==> config.mk <==
export PLATFORM = sky130hd
export DESIGN_NAME = hex_color_string_parser_core
export DESIGN_NICKNAME = d
export VERILOG_FILES = /design/src/sv/hcsp_pkg.sv /design/src/sv/hcsp_color_build.sv /design/src/sv/hex_color_string_parser_core.sv
export SDC_FILE = /design/constraint.sdc
export NUM_CORES = 1
export LEC_CHECK = 0
export BUFFER_PORTS_ARGS = -buffer_cell sky130_fd_sc_hd__buf_4
export CAP_MARGIN = 30
export CELL_PAD_IN_SITES_DETAIL_PLACEMENT = 1
export CELL_PAD_IN_SITES_GLOBAL_PLACEMENT = 1
export CORE_ASPECT_RATIO = 0.5
export CORE_UTILIZATION = 47
export CTS_BUF_LIST = sky130_fd_sc_hd__clkbuf_16
export DETAILED_ROUTE_END_ITERATION = 10
export GPL_TIMING_DRIVEN = 0
export PLACE_DENSITY = 0.8
export SLEW_MARGIN = 10
export SYNTH_ARGS = -nofsm -noshare
export SYNTH_HDL_FRONTEND = slang
export SYNTH_SLANG_ARGS = --single-unit
==> constraint.sdc <==
create_clock -name clock -period 4 [get_ports clock]
set_input_delay 0.8 -clock clock [delete_from_list [all_inputs] [get_ports clock]]
set_output_delay 0.8 -clock clock [all_outputs]
set_load 0.01 [all_outputs]
==> src/sv/hcsp_pkg.sv <==
package hcsp_pkg;

   // Character that must open every color string.
   localparam logic [7:0] HASH_CHAR = 8'h23;

   // The character count saturates here.
   localparam logic [3:0] POS_LIMIT = 4'd10;

   // Digit counts that form a valid color.
   localparam logic [3:0] DIGITS_RGB      = 4'd3;
   localparam logic [3:0] DIGITS_ARGB     = 4'd4;
   localparam logic [3:0] DIGITS_RRGGBB   = 4'd6;
   localparam logic [3:0] DIGITS_AARRGGBB = 4'd8;

   // Opaque alpha values for the short and the long form.
   localparam logic [3:0] ALPHA_NIBBLE = 4'hF;
   localparam logic [7:0] ALPHA_BYTE   = 8'hFF;

   // Decoded hex character.
   typedef struct packed {
      logic       valid;
      logic [3:0] nibble;
   } hex_digit_type;

   // Status of one string at its final character.
   typedef struct packed {
      logic       bad;
      logic [3:0] digits;
   } parse_status_type;

   // Decode one ASCII character as a hex digit, either case.
   function automatic hex_digit_type hex_value(input logic [7:0] c);
      hex_digit_type d;
      d.valid  = 1'b1;
      d.nibble = 4'd0;
      if (c inside {[8'h30:8'h39]}) begin
         d.nibble = 4'(c - 8'h30);
      end else if (c inside {[8'h41:8'h46]}) begin
         d.nibble = 4'(c - 8'h41 + 8'd10);
      end else if (c inside {[8'h61:8'h66]}) begin
         d.nibble = 4'(c - 8'h61 + 8'd10);
      end else begin
         d.valid = 1'b0;
      end
      return d;
   endfunction

   // Repeat every nibble of a 16-bit ARGB word to form a 32-bit color.
   function automatic logic [31:0] double_nibbles(input logic [15:0] four);
      logic [31:0] r;
      r = '0;
      for (int i = 0; i < 4; i++) begin
         r[i*8 +: 8] = {four[i*4 +: 4], four[i*4 +: 4]};
      end
      return r;
   endfunction

endpackage

==> src/sv/hcsp_color_build.sv <==
module hcsp_color_build (
   input  logic [31:0]                 gather,
   input  hcsp_pkg::parse_status_type  status,
   output logic                        ok,
   output logic [31:0]                 color
);

   // Expand the gathered digits according to how many there were.
   always_comb begin
      ok    = 1'b0;
      color = gather;
      case (status.digits)
         hcsp_pkg::DIGITS_RGB: begin
            ok    = 1'b1;
            color = hcsp_pkg::double_nibbles({hcsp_pkg::ALPHA_NIBBLE, gather[11:0]});
         end
         hcsp_pkg::DIGITS_ARGB: begin
            ok    = 1'b1;
            color = hcsp_pkg::double_nibbles(gather[15:0]);
         end
         hcsp_pkg::DIGITS_RRGGBB: begin
            ok    = 1'b1;
            color = {hcsp_pkg::ALPHA_BYTE, gather[23:0]};
         end
         hcsp_pkg::DIGITS_AARRGGBB: begin
            ok    = 1'b1;
            color = gather;
         end
         default: begin
            ok    = 1'b0;
            color = gather;
         end
      endcase
      // A wrong character anywhere fails the whole string.
      if (status.bad) begin
         ok = 1'b0;
      end
   end

endmodule

==> src/sv/hex_color_string_parser_core.sv <==
// Hex color string parser.
// Requests arrive on the req_ channel one character at a time; req_tlast
// marks the final character of a string. The string must be '#' followed by
// 3, 4, 6 or 8 hex digits (either case). For each string one response leaves
// on the rsp_ channel when its last character has been processed: rsp_tuser
// is 1 if the string was valid, and rsp_tdata carries the stored ARGB color,
// which a valid string replaces and a failed string leaves unchanged.
// Characters before the last produce no response.
// Pipeline: a request is registered in the input register and processed from
// there; its response is registered in the output register before it appears
// on rsp_. Throughput is one character per cycle unless a last character waits
// for the output register; the only loop is the per-string state update (count,
// digit shift, error flag), computed combinationally from the input register.
// Reset clears the string state, the stored color (to zero) and both
// pipeline stages. When the receiver holds rsp_tready low, a waiting
// response stays in the output register; non-last characters still flow,
// and the input stalls only once a last character waits behind it.
module hex_color_string_parser_core (
   input  logic        clock,
   input  logic        reset,
   input  logic        req_tvalid,
   output logic        req_tready,
   input  logic [7:0]  req_tdata,   // [7:0] ch
   input  logic        req_tlast,
   output logic        rsp_tvalid,
   input  logic        rsp_tready,
   output logic [31:0] rsp_tdata,   // [31:0] color
   output logic        rsp_tuser    // [0] ok
);

   logic        in_valid_ff, in_valid_in;
   logic [7:0]  in_ch_ff;
   logic        in_last_ff;
   logic        in_move;
   logic        out_free;

   logic [3:0]  pos_ff, pos_in;
   logic [31:0] gather_ff, gather_in;
   logic        bad_ff, bad_in;
   logic [31:0] stored_ff, stored_in;

   logic        rsp_valid_ff, rsp_valid_in;
   logic [31:0] rsp_color_ff;
   logic        rsp_ok_ff;

   logic [31:0]                gather_next;
   logic                       bad_next;
   logic [3:0]                 pos_next;
   hcsp_pkg::hex_digit_type    digit;
   hcsp_pkg::parse_status_type status;
   logic                       build_ok;
   logic [31:0]                build_color;

   // Handshake: a stored character moves on unless it is last and the
   // output register is still occupied.
   assign out_free   = !rsp_valid_ff || rsp_tready;
   assign in_move    = in_valid_ff && (!in_last_ff || out_free);
   assign req_tready = !in_valid_ff || in_move;
   assign in_valid_in = req_tready ? req_tvalid : in_valid_ff;

   // Input register.
   always_ff @(posedge clock) begin
      if (reset) begin
         in_valid_ff <= 1'b0;
      end else begin
         in_valid_ff <= in_valid_in;
      end
   end

   always_ff @(posedge clock) begin
      if (req_tready && req_tvalid) begin
         in_ch_ff   <= req_tdata;
         in_last_ff <= req_tlast;
      end
   end

   // Per-character update of the string state.
   always_comb begin
      digit       = hcsp_pkg::hex_value(in_ch_ff);
      gather_next = gather_ff;
      bad_next    = bad_ff;
      if (pos_ff == 4'd0) begin
         if (in_ch_ff != hcsp_pkg::HASH_CHAR) begin
            bad_next = 1'b1;
         end
      end else if (!digit.valid) begin
         bad_next = 1'b1;
      end else begin
         gather_next = {gather_ff[27:0], digit.nibble};
      end
      pos_next = (pos_ff < hcsp_pkg::POS_LIMIT) ? pos_ff + 4'd1 : pos_ff;
      status.bad    = bad_next;
      status.digits = pos_next - 4'd1;
   end

   hcsp_color_build u_build (
      .gather (gather_next),
      .status (status),
      .ok     (build_ok),
      .color  (build_color)
   );

   // Next values of the string state, the stored color and the response.
   always_comb begin
      pos_in       = pos_ff;
      gather_in    = gather_ff;
      bad_in       = bad_ff;
      stored_in    = stored_ff;
      rsp_valid_in = rsp_valid_ff && !rsp_tready;
      if (in_move) begin
         if (in_last_ff) begin
            pos_in       = 4'd0;
            gather_in    = '0;
            bad_in       = 1'b0;
            rsp_valid_in = 1'b1;
            if (build_ok) begin
               stored_in = build_color;
            end
         end else begin
            pos_in    = pos_next;
            gather_in = gather_next;
            bad_in    = bad_next;
         end
      end
   end

   // State and output registers.
   always_ff @(posedge clock) begin
      if (reset) begin
         pos_ff       <= '0;
         gather_ff    <= '0;
         bad_ff       <= 1'b0;
         stored_ff    <= '0;
         rsp_valid_ff <= 1'b0;
      end else begin
         pos_ff       <= pos_in;
         gather_ff    <= gather_in;
         bad_ff       <= bad_in;
         stored_ff    <= stored_in;
         rsp_valid_ff <= rsp_valid_in;
      end
   end

   always_ff @(posedge clock) begin
      if (in_move && in_last_ff) begin
         rsp_ok_ff    <= build_ok;
         rsp_color_ff <= stored_in;
      end
   end

   assign rsp_tvalid = rsp_valid_ff;
   assign rsp_tdata  = rsp_color_ff;
   assign rsp_tuser  = rsp_ok_ff;

endmodule
# Yosys cells after proc, flatten, opt, wreduce, memory -nomap -nowiden

Index checks and enable logic that the tools add are counted.

Input bits: 13
Register bits: 113
Word-level logic and storage cells: 68
Output and inout bits: 35

Mux-type cells: 23
Equality and inequality tests: 5
Reductions and logical operators: 16
Magnitude comparators: 7
Add/subtract/negate cells: 7

Operator list:

| kind                | number |
|---|---|
| $mux 32             | 6 |
| $pmux 32 s3         | 1 |
| $mux 4              | 5 |
| $ge 8x7->1 const B  | 2 |
| $le 8x7->1 const B  | 2 |
| $sub 4x1->4 const B | 4 |
| $mux 1              | 11 |
| $add 4x4->4 const B | 2 |
| $eq 4x3->1 const B  | 2 |
| $ge 8x6->1 const B  | 1 |
| $le 8x6->1 const B  | 1 |
| $ne 8x6->1 const B  | 1 |
| $logic_and 1x1->1   | 7 |
| $add 4x1->4 const B | 1 |
| $eq 4x2->1 const B  | 1 |
| $eq 4x4->1 const B  | 1 |
| $logic_not 1->1     | 4 |
| $logic_not 4->1     | 1 |
| $lt 4x4->1 const B  | 1 |
| $reduce_or 4->1     | 1 |
| $logic_or 1x1->1    | 3 |

# Longest topological paths before layout

Depth in word-level cells: 11
Depth in mapped cells: 13
Mapped depth without buffers: 8

# By module

A second synthesis with hierarchy kept.

Cell total of the unflattened synthesis: 461
Area, all modules: 5496.5 µm²

Modules (own cells, without submodules):

| module                       | instances | cells an instance | sequential area each (µm²) | area each (µm²) |
|---|---|---|---|---|
| hex_color_string_parser_core | 1         | 355               | 2682.6                     | 4636.9 |
| hcsp_color_build             | 1         | 106               | 0.0                        | 859.6 |

# Worst setup path before layout

No wires, ideal clock.

Path kind: register -> register
Start: register pos_ff[0]
End: register rsp_color_ff[25] (netlist: rsp_tdata[25]), data pin
Data arrival time: 2.560 ns
Stages on the path, launching flop included: 10
Library setup time: 0.262 ns
Setup slack: 1.178 ns
Path buffers: 2
Clock period less this slack: 2.822 ns
Data required time: 3.738 ns
Cells stage by stage: dfxtp_1 -> buf_2 -> inv_1 -> ha_1 -> or4_1 -> o31a_4 -> a2111o_1 -> buf_6 -> a211oi_1 -> nor2_1

Cells in the longest elaborated chain, start to end: 10
Elaborated cells between the ends (all ways): 18
Classes of those cells: add/sub (2); order compare (1); eq/ne (4); mux (9); reduce/logical (2)

RTL lines:

| element                                          | RTL line                            | source |
|---|---|---|
| from (decl)                                      | hex_color_string_parser_core.sv:37  | `logic [3:0] pos_ff, pos_in;` |
| from (signal assigned)                           | hex_color_string_parser_core.sv:136 | `pos_ff <= pos_in;` |
| $add 4x1->4 / $lt 4x4->1 (equally long branches) | hex_color_string_parser_core.sv:91  | `pos_next = (pos_ff < hcsp_pkg::POS_LIMIT) ? pos_ff + 4'd1 : pos_ff;` |
| $mux 4                                           | hex_color_string_parser_core.sv:91  |  |
| $sub 4x1->4                                      | hex_color_string_parser_core.sv:93  | `status.digits = pos_next - 4'd1;` |
| $eq 4x4->1, or another cell as far along         | hcsp_color_build.sv:12              | `case (status.digits)` |
| $reduce_or 4->1 (no line)                        | --                                  |  |
| $mux 1                                           | hcsp_color_build.sv:12              |  |
| $mux 1                                           | hcsp_color_build.sv:35              | `if (status.bad) begin` |
| $mux 32 (*)                                      | hex_color_string_parser_core.sv:116 | `if (build_ok) begin` |
| $mux 32 (*)                                      | hex_color_string_parser_core.sv:111 | `if (in_last_ff) begin` |
| $mux 32 (*)                                      | hex_color_string_parser_core.sv:110 | `if (in_move) begin` |
| net stored_in[25]                                | hex_color_string_parser_core.sv:40  | `logic [31:0] stored_ff, stored_in;` |
| to (signal assigned)                             | hex_color_string_parser_core.sv:147 | `rsp_color_ff <= stored_in;` |
| to (decl)                                        | hex_color_string_parser_core.sv:43  | `logic [31:0] rsp_color_ff;` |

Mark *: on every way through the listed nets, which the timed path passes. The rest lies on a longest branch.
A chain may end at the register's enable or synchronous reset.

# Final worst setup path

Start: register pos_ff[0]
End: register rsp_color_ff[4] (netlist: rsp_tdata[4]), data pin

The elaborated chain is that of the path after synthesis.

==> results.json <==
{
  "status": "complete, no violations",
  "ir_drop_uv": 341.3,
  "cp_num_buf_inv": 3,
  "globalplace.congestion": 0.8590,
  "ctsHoldBuffers": 0,
  "grt_first_pass_wirelength_microns": 23940,
  "regArea_sq_um": 2683,
  "core_sq_um": 10540,
  "postRouteWirelength_microns": 15130,
  "fmax_mhz": 291.1,
  "diodes": 0,
  "period_needed_ns": 3.436,
  "die-height_microns": 76.83,
  "cpLargestDelayFamily": "simple AND/OR/NAND/NOR gates",
  "nNetsFinal": 600,
  "start_util": 0.4994,
  "r2r-start": "pos_ff[0]",
  "num-fill-cells": 1167,
  "synth_nets": 535,
  "synth_top_area_cell": "dfxtp_1",
  "drv_cap": 0,
  "end_kind": "flop",
  "grt-ovfl-total": 0,
  "synth_area_leaders": "dfxtp_1 27%, edfxtp_1 24%, nor2_1 6.7%",
  "ys_types": 65,
  "seqPwrFrac": 0.425,
  "whs_endpoint": "stored_ff[12]",
  "worst-setup-path-type": "flop to flop",
  "hpwlAfterDp_microns": 10070,
  "cts_tree": "yes",
  "viasPerCell": 6.015,
  "worst_path_max_delay_cell": "nor3_1",
  "cts_root_buffer": "clkbuf_16",
  "ys_ff_latch": 113,
  "setup_tns_ns": 0,
  "cp_max_fo": 10,
  "grt_max_degree": 36,
  "rows": 26,
  "power_density_nw_per_um2": 448.8,
  "synth_top_area_share": 0.2700,
  "antenna_found_initial": 0,
  "cts_resized": 0,
  "leakage_uw": 0.002377,
  "via_count": 4421,
  "io_pins": 48,
  "die_area_sq_um": 11650,
  "p_int_uw": 2171,
  "finish.utilization": 0.6040,
  "clkPwrFrac": 0.527,
  "syn_inst": 517,
  "worstMarginPinSlew_ns": 0.9970,
  "clk_latency_ns": 0.41,
  "place_area_sq_um": 5784,
  "grt_pass1_vias": 4484,
  "hp-start": "stored_ff[12]",
  "syn_area_sq_um": 5264,
  "worstRegToRegCells": 8,
  "p_comb_frac": 0.048,
  "stdcell_area_sq_um": 6366,
  "drt_pass1_iterations": 5,
  "r2r-end": "rsp_tdata[4]",
  "hold-path-cell-count": 2,
  "r2r_setup_slack_ns": 0.56,
  "hold_violations": 0,
  "clkTransAtPathRegs_ns": 0.06,
  "cts_max_level": 4,
  "routedWlPerCell_microns": 20.58,
  "holdCritPathClass": "flop to flop",
  "rsz0062_at_grt": "no",
  "ant_nets": 0,
  "cp.arrival_ns": 3.58,
  "drt_first_iter_violations": 407,
  "required_ns": 4.15,
  "fin_skew_ns": 0.008437,
  "crit_top_cell": "nor2_1",
  "drc": 0,
  "setup_viol": 0,
  "swShare": 0.2400,
  "synth_warnings": 0,
  "area_growth_pct": 20.94,
  "multi_input_area_sq_um": 2338,
  "grt_usage": 0.2738,
  "slowest_delay_ns": 0.83,
  "finalMaxSlewViolations": 0,
  "clk_path_buf_depth": 2,
  "clkSinkCount": 113,
  "period_share": 0.8589,
  "slew_headroom": 0.3302,
  "post_cts_buffers": 0,
  "portBuffers": 46,
  "p_switching_uw": 685.7,
  "syn-mean-instance-area_sq_um": 10.18,
  "synth_edf_count": 42,
  "crit_chain": "buf_2 > inv_1 > ha_1 > nor3_1 > clkbuf_1 > nor2_1 > a2111oi_2 > nor2_1",
  "cp-start-kind": "flop",
  "ys_seq_area_frac": 0.5096,
  "die_w_microns": 151.7,
  "drive_above_1_share": 0.2403,
  "numCtsBuffers": 17,
  "yosys_most_used_dff": "dfxtp_1",
  "async_flop_share": 0
}
flip-flops by register name, indices dropped and copies added (netlist names):
| register | cells |
|---|---|
| in_valid_ff | 1 |
| stored_ff | 32 |
| rsp_tdata | 32 |
| gather_ff | 32 |
| rsp_tvalid | 1 |
| in_ch_ff | 8 |
| rsp_tuser | 1 |
| bad_ff | 1 |
| pos_ff | 4 |
| in_last_ff | 1 |
cell usage after synthesis (3+ instances only):
library cell / n
a2111oi_2: 4
a211oi_1: 10
a211oi_2: 8
a21oi_1: 18
a21oi_2: 4
a22oi_1: 32
a31oi_1: 6
buf_2: 10
buf_4: 3
buf_6: 4
clkbuf_1: 15
dfxtp_1: 71
edfxtp_1: 42
ha_1: 5
inv_1: 7
mux2_2: 10
mux2i_1: 10
nand2_1: 38
nand3_1: 11
nor2_1: 94
nor2_2: 4
nor2b_1: 8
nor3_1: 22
nor3b_1: 4
o211ai_1: 4
o211ai_2: 3
o21ai_0: 7
o221ai_1: 4
o31a_1: 4
or3_1: 9
xnor2_1: 3
worst max path at each step:
stage                               end  slack, ns  cells after the start      start
after floorplan           rsp_tdata[25]       1.18                      9  pos_ff[0]
after global placement     rsp_tdata[5]       0.68                      8  pos_ff[0]
after detailed placement   rsp_tdata[4]       0.63                      8  pos_ff[0]
after CTS                 rsp_tdata[26]       0.60                      9  pos_ff[0]
after global routing       rsp_tdata[6]       0.41                      8  pos_ff[0]
final                      rsp_tdata[4]       0.56                      8  pos_ff[0]
cells by family after synthesis:
family,share of synthesized area
AO/OA/AOI/OAI,0.1994
buffers and inverters,0.04611
flip-flops,0.5096
multiplexers,0.04326
XOR/XNOR,0.004993
AND/OR/NAND/NOR,0.1847
adder cells (fa/ha/maj),0.01188
area by class of cell:
class                   count  area share
clock inverters            15     0.02457
well taps                 140     0.02752
clock buffers              17     0.06682
inverters                   7    0.004127
repair buffers             46     0.05425
flip-flops and latches    113      0.4214
plain buffers              36     0.03400
multi-input cells         361      0.3673
worst min-delay path, delay by kind of cell, from the launching register on:
family / cells / cell delay (ns)
flip-flops: 1 / 0.30
AND/OR/NAND/NOR: 1 / 0.08
AO/OA/AOI/OAI: 1 / 0.05
per-layer routing:
metal  GRT usage  up-vias  share of wire
li1            -     2031              -
met1      0.3705     2215           0.46
met2      0.4259      150           0.46
met3     0.07381       25          0.064
met4     0.08020        0          0.016
met5           0        -              0
power by group through the flow:
| stage | Combinational [uW] | Clock, uW | Sequential (uW) |
|---|---|---|---|
| after floorplan | 82.7 | 0 | 1240 |
| after global placement | 131 | 0 | 1240 |
| after detailed placement | 134 | 0 | 1240 |
| after CTS | 137 | 1510 | 1210 |
| after global routing | 149 | 1560 | 1220 |
| final | 138 | 1510 | 1210 |
stage by stage:
step | total power [uW] | hold slack (ns) | worst slack [ns] | std cells
5_1_grt | 2921 | 0.5084 | 0.4083 | 735
3_3_place_gp | 1369 | 0.4558 | 0.6794 | 703
4_1_cts | 2862 | 0.4771 | 0.6011 | 735
3_5_place_dp | 1372 | 0.4682 | 0.6313 | 703
2_1_floorplan | 1322 | 0.4468 | 1.178 | 517
6_report | 2857 | 0.4770 | 0.5642 | 735
placed cells by master, fill, tap and decap left out, types with 4 or more instances in the layout:
cell type  Yosys  routed
buf_2         10      10
inv_6          0       5
o21ai_0        7       7
a2111oi_2      4       4
mux2i_1       10      10
mux2_2        10      10
o31a_1         4       4
a22oi_1       32      32
nor3_1        22      22
o211ai_1       4       4
a211oi_2       8       8
inv_1          7       6
nor2_2         4       4
a211oi_1      10      10
or3_1          9       9
nor3b_1        4       4
clkbuf_1      15      15
buf_4          3      49
nand3_1       11      11
buf_6          4       4
o221ai_1       4       4
nor2_1        94      94
a21oi_2        4       4
dfxtp_1       71      71
nand2_1       38      38
a31oi_1        6       6
clkbuf_16      0      17
edfxtp_1      42      42
a21oi_1       18      18
nor2b_1        8       8
ha_1           5       5
Power figures use the tool's default switching activity.
